===== config.mk =====
export PLATFORM = sky130hd
export DESIGN_NAME = servo_command_decoder_core_flat
export DESIGN_NICKNAME = d
export VERILOG_FILES = /design/src/rtl/scd_pkg.sv /design/src/rtl/scd_cmd_if.sv /design/src/rtl/scd_rsp_if.sv /design/src/rtl/scd_cfg_regs.sv /design/src/rtl/scd_decode.sv /design/src/rtl/servo_command_decoder_core.sv /design/src/flat_wrapper.sv
export VERILOG_INCLUDE_DIRS = /design/src /design/src/rtl
export SDC_FILE = /design/constraint.sdc
export NUM_CORES = 1
export LEC_CHECK = 0
export CORE_MARGIN = 5
export CORE_UTILIZATION = 50
export DETAILED_ROUTE_END_ITERATION = 8
export DONT_BUFFER_PORTS = 1
export GPL_TIMING_DRIVEN = 0
export PLACE_DENSITY = 0.73
export SYNTH_ARGS = -nofsm -noshare
export SYNTH_HDL_FRONTEND = slang
export SYNTH_SLANG_ARGS = --single-unit

===== constraint.sdc =====
create_clock -name clk -period 7.6 [get_ports clk]
set_clock_uncertainty 0.15 [all_clocks]
set_input_delay 2.28 -clock clk [delete_from_list [all_inputs] [get_ports clk]]
set_output_delay 2.28 -clock clk [all_outputs]
set_load 0.01 [all_outputs]

===== src/rtl/servo_command_decoder_core_defines.svh =====
// ---------------------------------------------------------------------------
// Servo command decoder assertion macros
// Shared property shapes for the decoder checks; clk and rst_n come from the
// scope that uses them.
// ---------------------------------------------------------------------------
`ifndef SERVO_COMMAND_DECODER_CORE_DEFINES_SVH
`define SERVO_COMMAND_DECODER_CORE_DEFINES_SVH

// Same-cycle implication, checked out of reset
`define SCD_ASSERT_NOW(label, ante, cons) \
    label: assert property (@(posedge clk) disable iff (!rst_n) (ante) |-> (cons)) \
        else $error("servo decoder check failed");

// Next-cycle implication, checked out of reset
`define SCD_ASSERT_NEXT(label, ante, cons) \
    label: assert property (@(posedge clk) disable iff (!rst_n) (ante) |=> (cons)) \
        else $error("servo decoder check failed");

`endif


===== src/rtl/scd_pkg.sv =====
// ---------------------------------------------------------------------------
// Servo command decoder package
// Frame phase codes, command characters, preset duties and shared types.
// ---------------------------------------------------------------------------
package scd_pkg;

    // Frame phase codes
    localparam logic [1:0] PH_IDLE = 2'd0;
    localparam logic [1:0] PH_HUND = 2'd1;
    localparam logic [1:0] PH_TENS = 2'd2;
    localparam logic [1:0] PH_UNIT = 2'd3;

    // Operation codes of an input beat
    localparam logic OP_BYTE = 1'b0;
    localparam logic OP_TICK = 1'b1;

    // Command characters
    localparam logic [7:0] CH_TILT   = 8'h74; // t
    localparam logic [7:0] CH_PAN    = 8'h70; // p
    localparam logic [7:0] CH_T_300  = 8'h61; // a
    localparam logic [7:0] CH_T_310  = 8'h73; // s
    localparam logic [7:0] CH_T_750  = 8'h64; // d
    localparam logic [7:0] CH_T_1350 = 8'h66; // f
    localparam logic [7:0] CH_T_1370 = 8'h67; // g
    localparam logic [7:0] CH_P_290  = 8'h7a; // z
    localparam logic [7:0] CH_P_300  = 8'h78; // x
    localparam logic [7:0] CH_P_750  = 8'h63; // c
    localparam logic [7:0] CH_P_1330 = 8'h76; // v
    localparam logic [7:0] CH_P_1345 = 8'h62; // b
    localparam logic [8:0] ASCII_ZERO = 9'd48;

    // Preset and reset duties
    localparam logic [10:0] DUTY_290  = 11'd290;
    localparam logic [10:0] DUTY_300  = 11'd300;
    localparam logic [10:0] DUTY_310  = 11'd310;
    localparam logic [10:0] DUTY_750  = 11'd750;
    localparam logic [10:0] DUTY_1330 = 11'd1330;
    localparam logic [10:0] DUTY_1345 = 11'd1345;
    localparam logic [10:0] DUTY_1350 = 11'd1350;
    localparam logic [10:0] DUTY_1370 = 11'd1370;

    localparam logic [10:0] LOW_RESET  = 11'd500;
    localparam logic [10:0] HIGH_RESET = 11'd1000;

    // LED toggle masks
    localparam logic [7:0] LED_TILT = 8'h01;
    localparam logic [7:0] LED_PAN  = 8'h02;
    localparam logic [7:0] LED_TICK = 8'h80;

    // Register indexes
    localparam logic REG_LOW  = 1'b0;
    localparam logic REG_HIGH = 1'b1;

    typedef struct packed {
        logic [10:0] low;
        logic [10:0] high;
    } cfg_t;

    typedef struct packed {
        logic [10:0] tilt_duty;
        logic [10:0] pan_duty;
        logic [7:0]  led_pattern;
        logic        position_applied;
    } result_t;

endpackage


===== src/rtl/scd_cmd_if.sv =====
// ---------------------------------------------------------------------------
// Servo command channel
// Valid/ready channel carrying one received byte or one timer tick a beat.
// ---------------------------------------------------------------------------
interface scd_cmd_if;

    logic       valid;
    logic       ready;
    logic       operation;
    logic [7:0] rx_byte;

    modport source (output valid, output operation, output rx_byte, input ready);
    modport sink   (input valid, input operation, input rx_byte, output ready);

endinterface


===== src/rtl/scd_rsp_if.sv =====
// ---------------------------------------------------------------------------
// Servo result channel
// Valid/ready channel carrying the duties and LED state after each item.
// ---------------------------------------------------------------------------
interface scd_rsp_if;

    logic        valid;
    logic        ready;
    logic [10:0] tilt_duty;
    logic [10:0] pan_duty;
    logic [7:0]  led_pattern;
    logic        position_applied;

    modport source (output valid, output tilt_duty, output pan_duty,
                    output led_pattern, output position_applied, input ready);
    modport sink   (input valid, input tilt_duty, input pan_duty,
                    input led_pattern, input position_applied, output ready);

endinterface


===== src/rtl/scd_cfg_regs.sv =====
// ---------------------------------------------------------------------------
// Servo decoder configuration registers
// APB write/read of the exclusive low and high position bounds.
// ---------------------------------------------------------------------------
module scd_cfg_regs
    import scd_pkg::*;
(
    input  logic        clk,
    input  logic        rst_n,
    input  logic        psel,
    input  logic        penable,
    input  logic        pwrite,
    input  logic [2:0]  paddr,
    input  logic [31:0] pwdata,
    output logic [31:0] prdata,
    output logic        pready,
    output cfg_t        cfg
);

    logic [10:0] low_reg;
    logic [10:0] high_reg;
    logic [10:0] low_next;
    logic [10:0] high_next;
    logic        wr_en;
    logic        reg_sel;

    assign pready  = 1'b1;
    assign wr_en   = psel && penable && pwrite;
    assign reg_sel = paddr[2];

    // Pick up a write to the addressed bound
    always_comb
    begin
        low_next  = low_reg;
        high_next = high_reg;
        if (wr_en)
        begin
            case (reg_sel)
                REG_LOW:  low_next  = pwdata[10:0];
                REG_HIGH: high_next = pwdata[10:0];
                default:  ;
            endcase
        end
    end

    always_ff @(posedge clk or negedge rst_n)
    begin
        if (!rst_n)
        begin
            low_reg  <= LOW_RESET;
            high_reg <= HIGH_RESET;
        end
        else
        begin
            low_reg  <= low_next;
            high_reg <= high_next;
        end
    end

    // Read back the addressed bound
    always_comb
    begin
        case (reg_sel)
            REG_LOW:  prdata = {21'd0, low_reg};
            REG_HIGH: prdata = {21'd0, high_reg};
            default:  prdata = 32'd0;
        endcase
    end

    assign cfg.low  = low_reg;
    assign cfg.high = high_reg;

endmodule


===== src/rtl/scd_decode.sv =====
// ---------------------------------------------------------------------------
// Servo command decode step
// Frame state and setpoints; one item a cycle, when step is high, to the result.
// ---------------------------------------------------------------------------
module scd_decode
    import scd_pkg::*;
(
    input  logic       clk,
    input  logic       rst_n,
    input  logic       step,
    input  logic       operation,
    input  logic [7:0] rx_byte,
    input  cfg_t       cfg,
    output result_t    res
);

`include "servo_command_decoder_core_defines.svh"

    logic [1:0]         phase_reg, phase_next;
    logic               is_tilt_reg, is_tilt_next;
    logic signed [15:0] partial_reg, partial_next;
    logic [10:0]        tilt_reg, tilt_next;
    logic [10:0]        pan_reg, pan_next;
    logic [7:0]         led_reg, led_next;
    logic               applied;

    logic signed [8:0]  digit;
    logic signed [16:0] hund;
    logic signed [16:0] tens;
    logic signed [16:0] val;
    logic               in_range;

    // Digit arithmetic: byte minus '0', no digit check
    assign digit    = $signed({1'b0, rx_byte} - ASCII_ZERO);
    assign hund     = 17'(digit) * 17'sd100;
    assign tens     = 17'(digit) * 17'sd10;
    assign val      = 17'(partial_reg) + 17'(digit);
    assign in_range = (val > $signed({6'd0, cfg.low})) && (val < $signed({6'd0, cfg.high}));

    // Advance the frame state for one item
    always_comb
    begin
        phase_next   = phase_reg;
        is_tilt_next = is_tilt_reg;
        partial_next = partial_reg;
        tilt_next    = tilt_reg;
        pan_next     = pan_reg;
        led_next     = led_reg;
        applied      = 1'b0;
        if (operation == OP_TICK)
        begin
            led_next = led_reg ^ LED_TICK;
        end
        else
        begin
            case (phase_reg)
                PH_IDLE:
                begin
                    case (rx_byte)
                        CH_TILT:
                        begin
                            is_tilt_next = 1'b1;
                            phase_next   = PH_HUND;
                        end
                        CH_PAN:
                        begin
                            is_tilt_next = 1'b0;
                            phase_next   = PH_HUND;
                        end
                        CH_T_300:  tilt_next = DUTY_300;
                        CH_T_310:  tilt_next = DUTY_310;
                        CH_T_750:  tilt_next = DUTY_750;
                        CH_T_1350: tilt_next = DUTY_1350;
                        CH_T_1370: tilt_next = DUTY_1370;
                        CH_P_290:  pan_next  = DUTY_290;
                        CH_P_300:  pan_next  = DUTY_300;
                        CH_P_750:  pan_next  = DUTY_750;
                        CH_P_1330: pan_next  = DUTY_1330;
                        CH_P_1345: pan_next  = DUTY_1345;
                        default:   ;
                    endcase
                end
                PH_HUND:
                begin
                    partial_next = hund[15:0];
                    phase_next   = PH_TENS;
                end
                PH_TENS:
                begin
                    partial_next = partial_reg + tens[15:0];
                    phase_next   = PH_UNIT;
                end
                PH_UNIT:
                begin
                    partial_next = val[15:0];
                    phase_next   = PH_IDLE;
                    if (in_range)
                    begin
                        applied = 1'b1;
                        if (is_tilt_reg)
                        begin
                            tilt_next = val[10:0];
                            led_next  = led_reg ^ LED_TILT;
                        end
                        else
                        begin
                            pan_next = val[10:0];
                            led_next = led_reg ^ LED_PAN;
                        end
                    end
                end
                default: ;
            endcase
        end
    end

    // Commit state when the item moves on
    always_ff @(posedge clk or negedge rst_n)
    begin
        if (!rst_n)
        begin
            phase_reg   <= PH_IDLE;
            is_tilt_reg <= 1'b0;
            partial_reg <= 16'sd0;
            tilt_reg    <= DUTY_750;
            pan_reg     <= DUTY_750;
            led_reg     <= 8'd0;
        end
        else if (step)
        begin
            phase_reg   <= phase_next;
            is_tilt_reg <= is_tilt_next;
            partial_reg <= partial_next;
            tilt_reg    <= tilt_next;
            pan_reg     <= pan_next;
            led_reg     <= led_next;
        end
    end

    assign res.tilt_duty        = tilt_next;
    assign res.pan_duty         = pan_next;
    assign res.led_pattern      = led_next;
    assign res.position_applied = applied;

    // A completed accepted frame only ever comes from the units digit of a byte
    `SCD_ASSERT_NOW(a_applied_on_unit, applied, (phase_reg == PH_UNIT) && (operation == OP_BYTE))
    // The units digit always closes the frame
    `SCD_ASSERT_NEXT(a_unit_closes, step && (operation == OP_BYTE) && (phase_reg == PH_UNIT),
                     phase_reg == PH_IDLE)
    // A tick leaves frame and setpoints alone
    `SCD_ASSERT_NEXT(a_tick_keeps, step && (operation == OP_TICK),
                     $stable(phase_reg) && $stable(tilt_reg) && $stable(pan_reg))

endmodule


===== src/rtl/servo_command_decoder_core.sv =====
// ---------------------------------------------------------------------------
// Servo command decoder core
// Serial command bytes and timer ticks in, tilt/pan duties and LEDs out.
// ---------------------------------------------------------------------------
// Each beat on cmd is either a received byte or a PWM timer tick, and gives
// exactly one beat on rsp with the tilt and pan duties and LED pattern after
// that item. A new item is taken every cycle while rsp keeps ready high.
// rsp.valid rises once the result register is loaded: the item sits in the
// input register while the frame decode and bound compare run, and moves
// into the result register as soon as that register is free.
// While a result waits on rsp, cmd takes one more item into the input
// register and then holds ready low until the result moves on.
// The position bounds sit at APB offsets 0x0 (low) and 0x4 (high) and are
// both exclusive; write them only while no item is in flight.
module servo_command_decoder_core
    import scd_pkg::*;
(
    input  logic        clk,
    input  logic        rst_n,
    scd_cmd_if.sink     cmd,
    scd_rsp_if.source   rsp,
    input  logic        psel,
    input  logic        penable,
    input  logic        pwrite,
    input  logic [2:0]  paddr,
    input  logic [31:0] pwdata,
    output logic [31:0] prdata,
    output logic        pready
);

`include "servo_command_decoder_core_defines.svh"

    cfg_t       cfg;
    result_t    res_next;
    result_t    res_reg;
    logic       in_valid_reg, in_valid_next;
    logic       in_op_reg;
    logic [7:0] in_byte_reg;
    logic       out_valid_reg, out_valid_next;
    logic       step;
    logic       cmd_take;

    scd_cfg_regs u_cfg (
        .clk     (clk),
        .rst_n   (rst_n),
        .psel    (psel),
        .penable (penable),
        .pwrite  (pwrite),
        .paddr   (paddr),
        .pwdata  (pwdata),
        .prdata  (prdata),
        .pready  (pready),
        .cfg     (cfg)
    );

    scd_decode u_decode (
        .clk       (clk),
        .rst_n     (rst_n),
        .step      (step),
        .operation (in_op_reg),
        .rx_byte   (in_byte_reg),
        .cfg       (cfg),
        .res       (res_next)
    );

    // Move the held item into the result register when it is free
    assign step      = in_valid_reg && (!out_valid_reg || rsp.ready);
    assign cmd.ready = !in_valid_reg || step;
    assign cmd_take  = cmd.valid && cmd.ready;

    always_comb
    begin
        in_valid_next = in_valid_reg;
        if (cmd_take)
            in_valid_next = 1'b1;
        else if (step)
            in_valid_next = 1'b0;
        out_valid_next = out_valid_reg;
        if (step)
            out_valid_next = 1'b1;
        else if (rsp.ready)
            out_valid_next = 1'b0;
    end

    always_ff @(posedge clk or negedge rst_n)
    begin
        if (!rst_n)
        begin
            in_valid_reg  <= 1'b0;
            out_valid_reg <= 1'b0;
        end
        else
        begin
            in_valid_reg  <= in_valid_next;
            out_valid_reg <= out_valid_next;
        end
    end

    // Capture the input beat and the finished result
    always_ff @(posedge clk)
    begin
        if (cmd_take)
        begin
            in_op_reg   <= cmd.operation;
            in_byte_reg <= cmd.rx_byte;
        end
        if (step)
            res_reg <= res_next;
    end

    assign rsp.valid            = out_valid_reg;
    assign rsp.tilt_duty        = res_reg.tilt_duty;
    assign rsp.pan_duty         = res_reg.pan_duty;
    assign rsp.led_pattern      = res_reg.led_pattern;
    assign rsp.position_applied = res_reg.position_applied;

    // A held item is never dropped without moving to the result register
    `SCD_ASSERT_NEXT(a_item_held, in_valid_reg && !step, in_valid_reg)
    // A stalled result is never overwritten
    `SCD_ASSERT_NOW(a_no_overwrite, step, !out_valid_reg || rsp.ready)
    // Every step leaves a result waiting
    `SCD_ASSERT_NEXT(a_step_fills, step, out_valid_reg)

endmodule

===== src/flat_wrapper.sv =====
// flat-port wrapper written by rule: the top's interface ports become plain ports
module servo_command_decoder_core_flat import scd_pkg::*;
  (clk, rst_n, psel, penable, pwrite, paddr, pwdata, prdata, pready, cmd_valid, cmd_operation, cmd_rx_byte, cmd_ready, rsp_valid, rsp_tilt_duty, rsp_pan_duty, rsp_led_pattern, rsp_position_applied, rsp_ready);
  scd_cmd_if cmd_i ();
  scd_rsp_if rsp_i ();
  input  logic clk;
  input  logic rst_n;
  input  logic psel;
  input  logic penable;
  input  logic pwrite;
  input  logic [2:0] paddr;
  input  logic [31:0] pwdata;
  output logic [31:0] prdata;
  output logic pready;
  input wire logic [$bits(cmd_i.valid)-1:0] cmd_valid;
  input wire logic [$bits(cmd_i.operation)-1:0] cmd_operation;
  input wire logic [$bits(cmd_i.rx_byte)-1:0] cmd_rx_byte;
  output wire logic [$bits(cmd_i.ready)-1:0] cmd_ready;
  output wire logic [$bits(rsp_i.valid)-1:0] rsp_valid;
  output wire logic [$bits(rsp_i.tilt_duty)-1:0] rsp_tilt_duty;
  output wire logic [$bits(rsp_i.pan_duty)-1:0] rsp_pan_duty;
  output wire logic [$bits(rsp_i.led_pattern)-1:0] rsp_led_pattern;
  output wire logic [$bits(rsp_i.position_applied)-1:0] rsp_position_applied;
  input wire logic [$bits(rsp_i.ready)-1:0] rsp_ready;
  assign cmd_i.valid = cmd_valid;
  assign cmd_i.operation = cmd_operation;
  assign cmd_i.rx_byte = cmd_rx_byte;
  assign cmd_ready = cmd_i.ready;
  assign rsp_valid = rsp_i.valid;
  assign rsp_tilt_duty = rsp_i.tilt_duty;
  assign rsp_pan_duty = rsp_i.pan_duty;
  assign rsp_led_pattern = rsp_i.led_pattern;
  assign rsp_position_applied = rsp_i.position_applied;
  assign rsp_i.ready = rsp_ready;
  servo_command_decoder_core u_core (.clk(clk), .rst_n(rst_n), .cmd(cmd_i), .rsp(rsp_i), .psel(psel), .penable(penable), .pwrite(pwrite), .paddr(paddr), .pwdata(pwdata), .prdata(prdata), .pready(pready));
endmodule

=== Yosys cells after proc, flatten, opt, wreduce, memory -nomap -nowiden ===
Index checks and enable logic that the tools add are counted.

* Output and inout bits: 66
* Input port bits: 51
* Flip-flop bits (word level): 113

* Mux-type cells: 24
* Reductions and logical operators: 21
* Bitwise operators: 6
* Equal/unequal tests: 16
* Add/sub/neg operators: 3
* $lt $le $gt $ge: 2
* $mul: 2

{| class="wikitable"
|+ Operators by type and width
! kind !! number
|-
| $pmux 11 s5 || 2
|-
| $eq 8x7->1 const B || 12
|-
| $mux 11 || 6
|-
| $pmux 32 s2 || 1
|-
| $pmux 16 s3 || 1
|-
| $pmux 11 s2 || 2
|-
| $add 16x9->17 || 1
|-
| $gt 17x12->1 || 1
|-
| $lt 17x12->1 || 1
|-
| $add 16x16->16 || 1
|-
| $mul 9x6->14 const B || 1
|-
| $mul 9x4->13 const B || 1
|-
| $sub 8x6->9 const B || 1
|-
| $mux 2 || 4
|-
| $mux 8 || 1
|-
| $pmux 2 s4 || 1
|-
| $not 1->1 || 6
|-
| $reduce_and 3->1 || 2
|-
| $reduce_bool 2->1 || 3
|-
| $logic_and 1x1->1 || 5
|-
| $mux 1 || 5
|-
| $eq 2x2->1 const B || 2
|-
| $reduce_and 2->1 || 2
|-
| $reduce_and 4->1 || 1
|-
| 8 further kinds || 11
|}

=== Longest topological paths before layout ===
* Word-level depth: 7
* Gate-level depth with buffers: 20
* Mapped depth without buffers: 20

=== Hierarchy ===
Synthesis repeated with hierarchy kept, for this count alone.

* Cell total of the unflattened synthesis: 990
* Area total of the unflattened synthesis: 9,156.3 µm²

{| class="wikitable"
|+ By module, submodules not included
! module !! instances !! cells each !! sequential area each (µm²) !! area each (µm²)
|-
| scd_decode || 1 || 858 || 1,118.6 || 6,602.6
|-
| servo_command_decoder_core || 1 || 48 || 1,251.2 || 1,305.0
|-
| scd_cfg_regs || 1 || 84 || 565.5 || 1,248.7
|}

=== Worst setup path before layout ===
No wires, ideal clock.

* Path kind: input to output
* From: input paddr[2]
* To: output prdata[2]
* Stages: 2
* Required time: 5,170 ps
* Data arrival time: 2,757 ps
* Slack: 2,413 ps
* Buffers on the path: 1
* Path through: clkbuf_1 o21ai_0

* Word-level cells in the longest chain between the ends: 2

{| class="wikitable"
|+ Ends and longest elaborated chain
! item !! RTL line !! RTL
|-
| start, declared || flat_wrapper.sv:11 || <nowiki>input logic [2:0] paddr;</nowiki>
|-
| $not 1->1 || -- ||
|-
| $pmux 32 s2 (*) || scd_cfg_regs.sv:63 || <nowiki>case (reg_sel)</nowiki>
|-
| end, declared || flat_wrapper.sv:13 || <nowiki>output logic [31:0] prdata;</nowiki>
|}

Mark *: on every way between the ends. The rest lies on a longest branch, timed or not. The select of a mux whose other input is x is not followed.

==> results.yml <==
floorplan:
  io_pins: 117
  floorplan.initialDensity_pct: 50.9
  die_area_um2: 20400
  vertical_die_dimension_um: 143
  rows: 48
  floorplan.die.width_um: 143
  fp.coreArea_um2: 17300
synthesis:
  synth.top_cell.area_share_pct: 14.8
  ys.flop_type: "dfrtp_1"
  ys_ff_latch: 103
  synth-warning-count: 0
  netlist-cell-type-count: 79
  synthesized_area_divided_by_synthesized_cell_count_um2: 9.05
  synth-async-reset-ratio_pct: 66.0
  sequential_share_of_the_synthesized_area_pct: 31.6
  count_of_flip_flops_with_a_built_in_enable_after_synthesis: 35
  synthMostInstantiatedCell: "ha_1"
  synth_top_cells_by_count: "ha_1, nand2_1, inv_1"
  synthesis.area_um2: 8800
  synthTopCellsByArea: "ha_1, dfrtp_1, edfxtp_1"
  yosysTopAreaCell: "ha_1"
  synthesized_netlist_cell_count: 973
clock_tree:
  cts_tree: "yes"
  hold_buffers: 0
  ctsRootBufferMaster: "clkbuf_16"
  clkLatencyLatePin_ps: 360
  cts_setup_buffers: 0
  number_of_gates_given_a_new_drive_strength_after_cts: 0
  max_clock_buf_depth: 2
  numClockSinks: 103
  number_of_buffers_created_by_cts: 9
  cts.reportedPaths.clkPinSlew_ps: 70
  h-tree-depth: 3
drt:
  routed_wire_length_per_instance_um: 18.7
  drt_first_pass_iters: 5
  antenna_left: 0
  routed-via-count: 7444
  wl_mm: 23.2
  post_drt_via_cell_ratio: 6.00
  number_of_remaining_drc_errors: 0
  drt_first_iter_violations: 817
timing:
  timing.final.crit_share_pct: 86.1
  slew_headroom_pct: 26.1
  worst-slew-pin-transition_ps: 1100
  setup-violations-final: 0
  post-route-min-period_ps: 6540
  setup_repair_after_global_routing_missed_its_margin: "false"
  final.setup.tns_ps: 0
  fmax_ghz: 0.153
  hold_viol: 0
  slew_violations: 0
worst_hold_path:
  holdCritPathClass: "register to register"
  worst_hold_startpoint: "u_core.in_valid_reg"
critical_path:
  worstPathRequired_ps: 7520
  timing.critical_path.from_type: "register"
  regToRegStartpoint: "u_core.in_byte_reg[4]"
  timing_worst_setup_path_type: "register to register"
  cp_arrival_ps: 6460
  critPathMaxFanout: 10
  critical_path_start: "u_core.in_byte_reg[4]"
  reg2reg_slack_ps: 1060
  critical_path.endpoint_type: "register"
status:
  outcome: "completed"
pwr:
  sw_frac_of_total_pct: 48.2
  peakVddDrop_uv: 182
  p_clk_share_pct: 13.1
  combinational_power_share_pct: 61.5
  power.net_switching_w: 0.00181
  cellPowerDensity_nw_per_um2: 395
  total_leakage_power_nw: 4.15
  share_seq_of_total_power_pct: 25.5
  intPower_w: 0.00194
global_route:
  grt_pass1_vias: 7058
  globalRouteTotalUtil_pct: 22.7
  first_pass_grt_wire_length_mm: 36.9
  antenna_violations_before_repair: 0
  grt_start_max_net_pins: 69
  grt.overflow.total: 0
placement:
  gpl_congestion: 0.985
  place.port_buffers: 0
  dp.final_hpwl_mm: 17.9
  place.detailed.instances: 1224
final_layout:
  nNetsFinal: 1175
  layoutNonFillerInstCount: 1240
  num_antenna_cells: 0
  largest_register_ff_count: 16
  drive_above_1_share_pct: 12.1
  num-fill-cells: 1587
  syn_to_final_growth_pct: 7.99
job:
  drv_cap: 0
## logic make-up after synthesis
family | after synthesis | share of synthesized area [%]
and+or+nand+nor | 270 | 14.9
buffers and inverters | 128 | 6.67
xor gates and xnor gates | 46 | 4.58
other | 2 | 0.0853
adders and majority gates | 114 | 17.1
muxes | 26 | 3.28
AOI/OAI and AO/OA | 284 | 21.7
DFF | 103 | 31.6
## final timing paths
check | endpoint | cells past startpoint
hold / removal | u_core.rsp.valid | 1
setup / recovery | u_core.rsp.pan_duty[7] | 16
max in group asynchronous | u_core.u_decode.pan_reg[3] | 0
hold reg to reg | u_core.rsp.valid | 1
min in group asynchronous | u_core.u_cfg.low_reg[9] | 0
setup reg to reg | u_core.rsp.pan_duty[7] | 16
## power groups by stage
stage	sequential, W	clock [W]	combinational [W]
finish	0.000956	0.000490	0.00231
global route	0.000978	0.000518	0.00255
CTS	0.000956	0.000495	0.00227
detailed placement	0.000966	0	0.00225
global placement	0.000960	0	0.00220
floorplan	0.000919	0	0.00170
## metal layers
metal / up-vias / wire (um) / part of all wire [%] / GRT usage [%]
met5: - / 0 / 0 / 0
met4: 0 / 870 / 3.7 / 9.50
met1: 3524 / 9840 / 42 / 29.6
met2: 277 / 11200 / 48 / 38.1
li1: 3584 / - / - / -
met3: 59 / 1250 / 5.4 / 2.91
## final cells by class
type / count / area [um2] / area share, %
well taps: 225 / 282 / 2.96
flip-flops and latches: 103 / 2790 / 29.3
repair buffers: 1 / 11.3 / 0.118
clock inverters: 5 / 46.3 / 0.487
plain buffers: 61 / 337 / 3.54
clock buffers: 11 / 264 / 2.78
inverters: 67 / 251 / 2.65
multi-input cells: 767 / 5530 / 58.2
## through the flow
step / power, W / utilization [%] / hold slack [ps] / cell area (um2) / setup WS (ps)
5_1_grt: 0.00405 / 54.9 / 359 / 9500 / 761
4_1_cts: 0.00372 / 54.9 / 348 / 9500 / 1130
3_5_place_dp: 0.00321 / 53.2 / 328 / 9190 / 1200
3_3_place_gp: 0.00316 / 53.1 / 322 / 9180 / 744
2_1_floorplan: 0.00262 / - / 307 / 8890 / 2410
6_report: 0.00375 / 54.9 / 342 / 9500 / 1060
## worst max-delay path, cell delays in order (launching register included)
cell	delay, ps
edfxtp_1	460
ha_1	300
xnor2_1	810
ha_1	390
o21ai_0	140
o21ai_1	320
nand2_1	150
xnor2_1	690
ha_1	410
a211o_1	320
a31oi_1	160
o211ai_1	120
a21oi_1	250
and4b_2	310
nand4_2	300
clkbuf_1	350
o311ai_0	600
## cells in the final DEF, fill, tap and decap left out, types with 27 or more instances in the layout
cell / instances
nand2_1: 103
o21ai_0: 64
a21oi_1: 64
dfrtp_1: 42
edfxtp_1: 35
nor2_1: 62
ha_1: 104
clkbuf_1: 31
buf_4: 28
conb_1: 27
xnor2_1: 31
inv_1: 67
No activity file was read; power rests on OpenSTA's default activity.
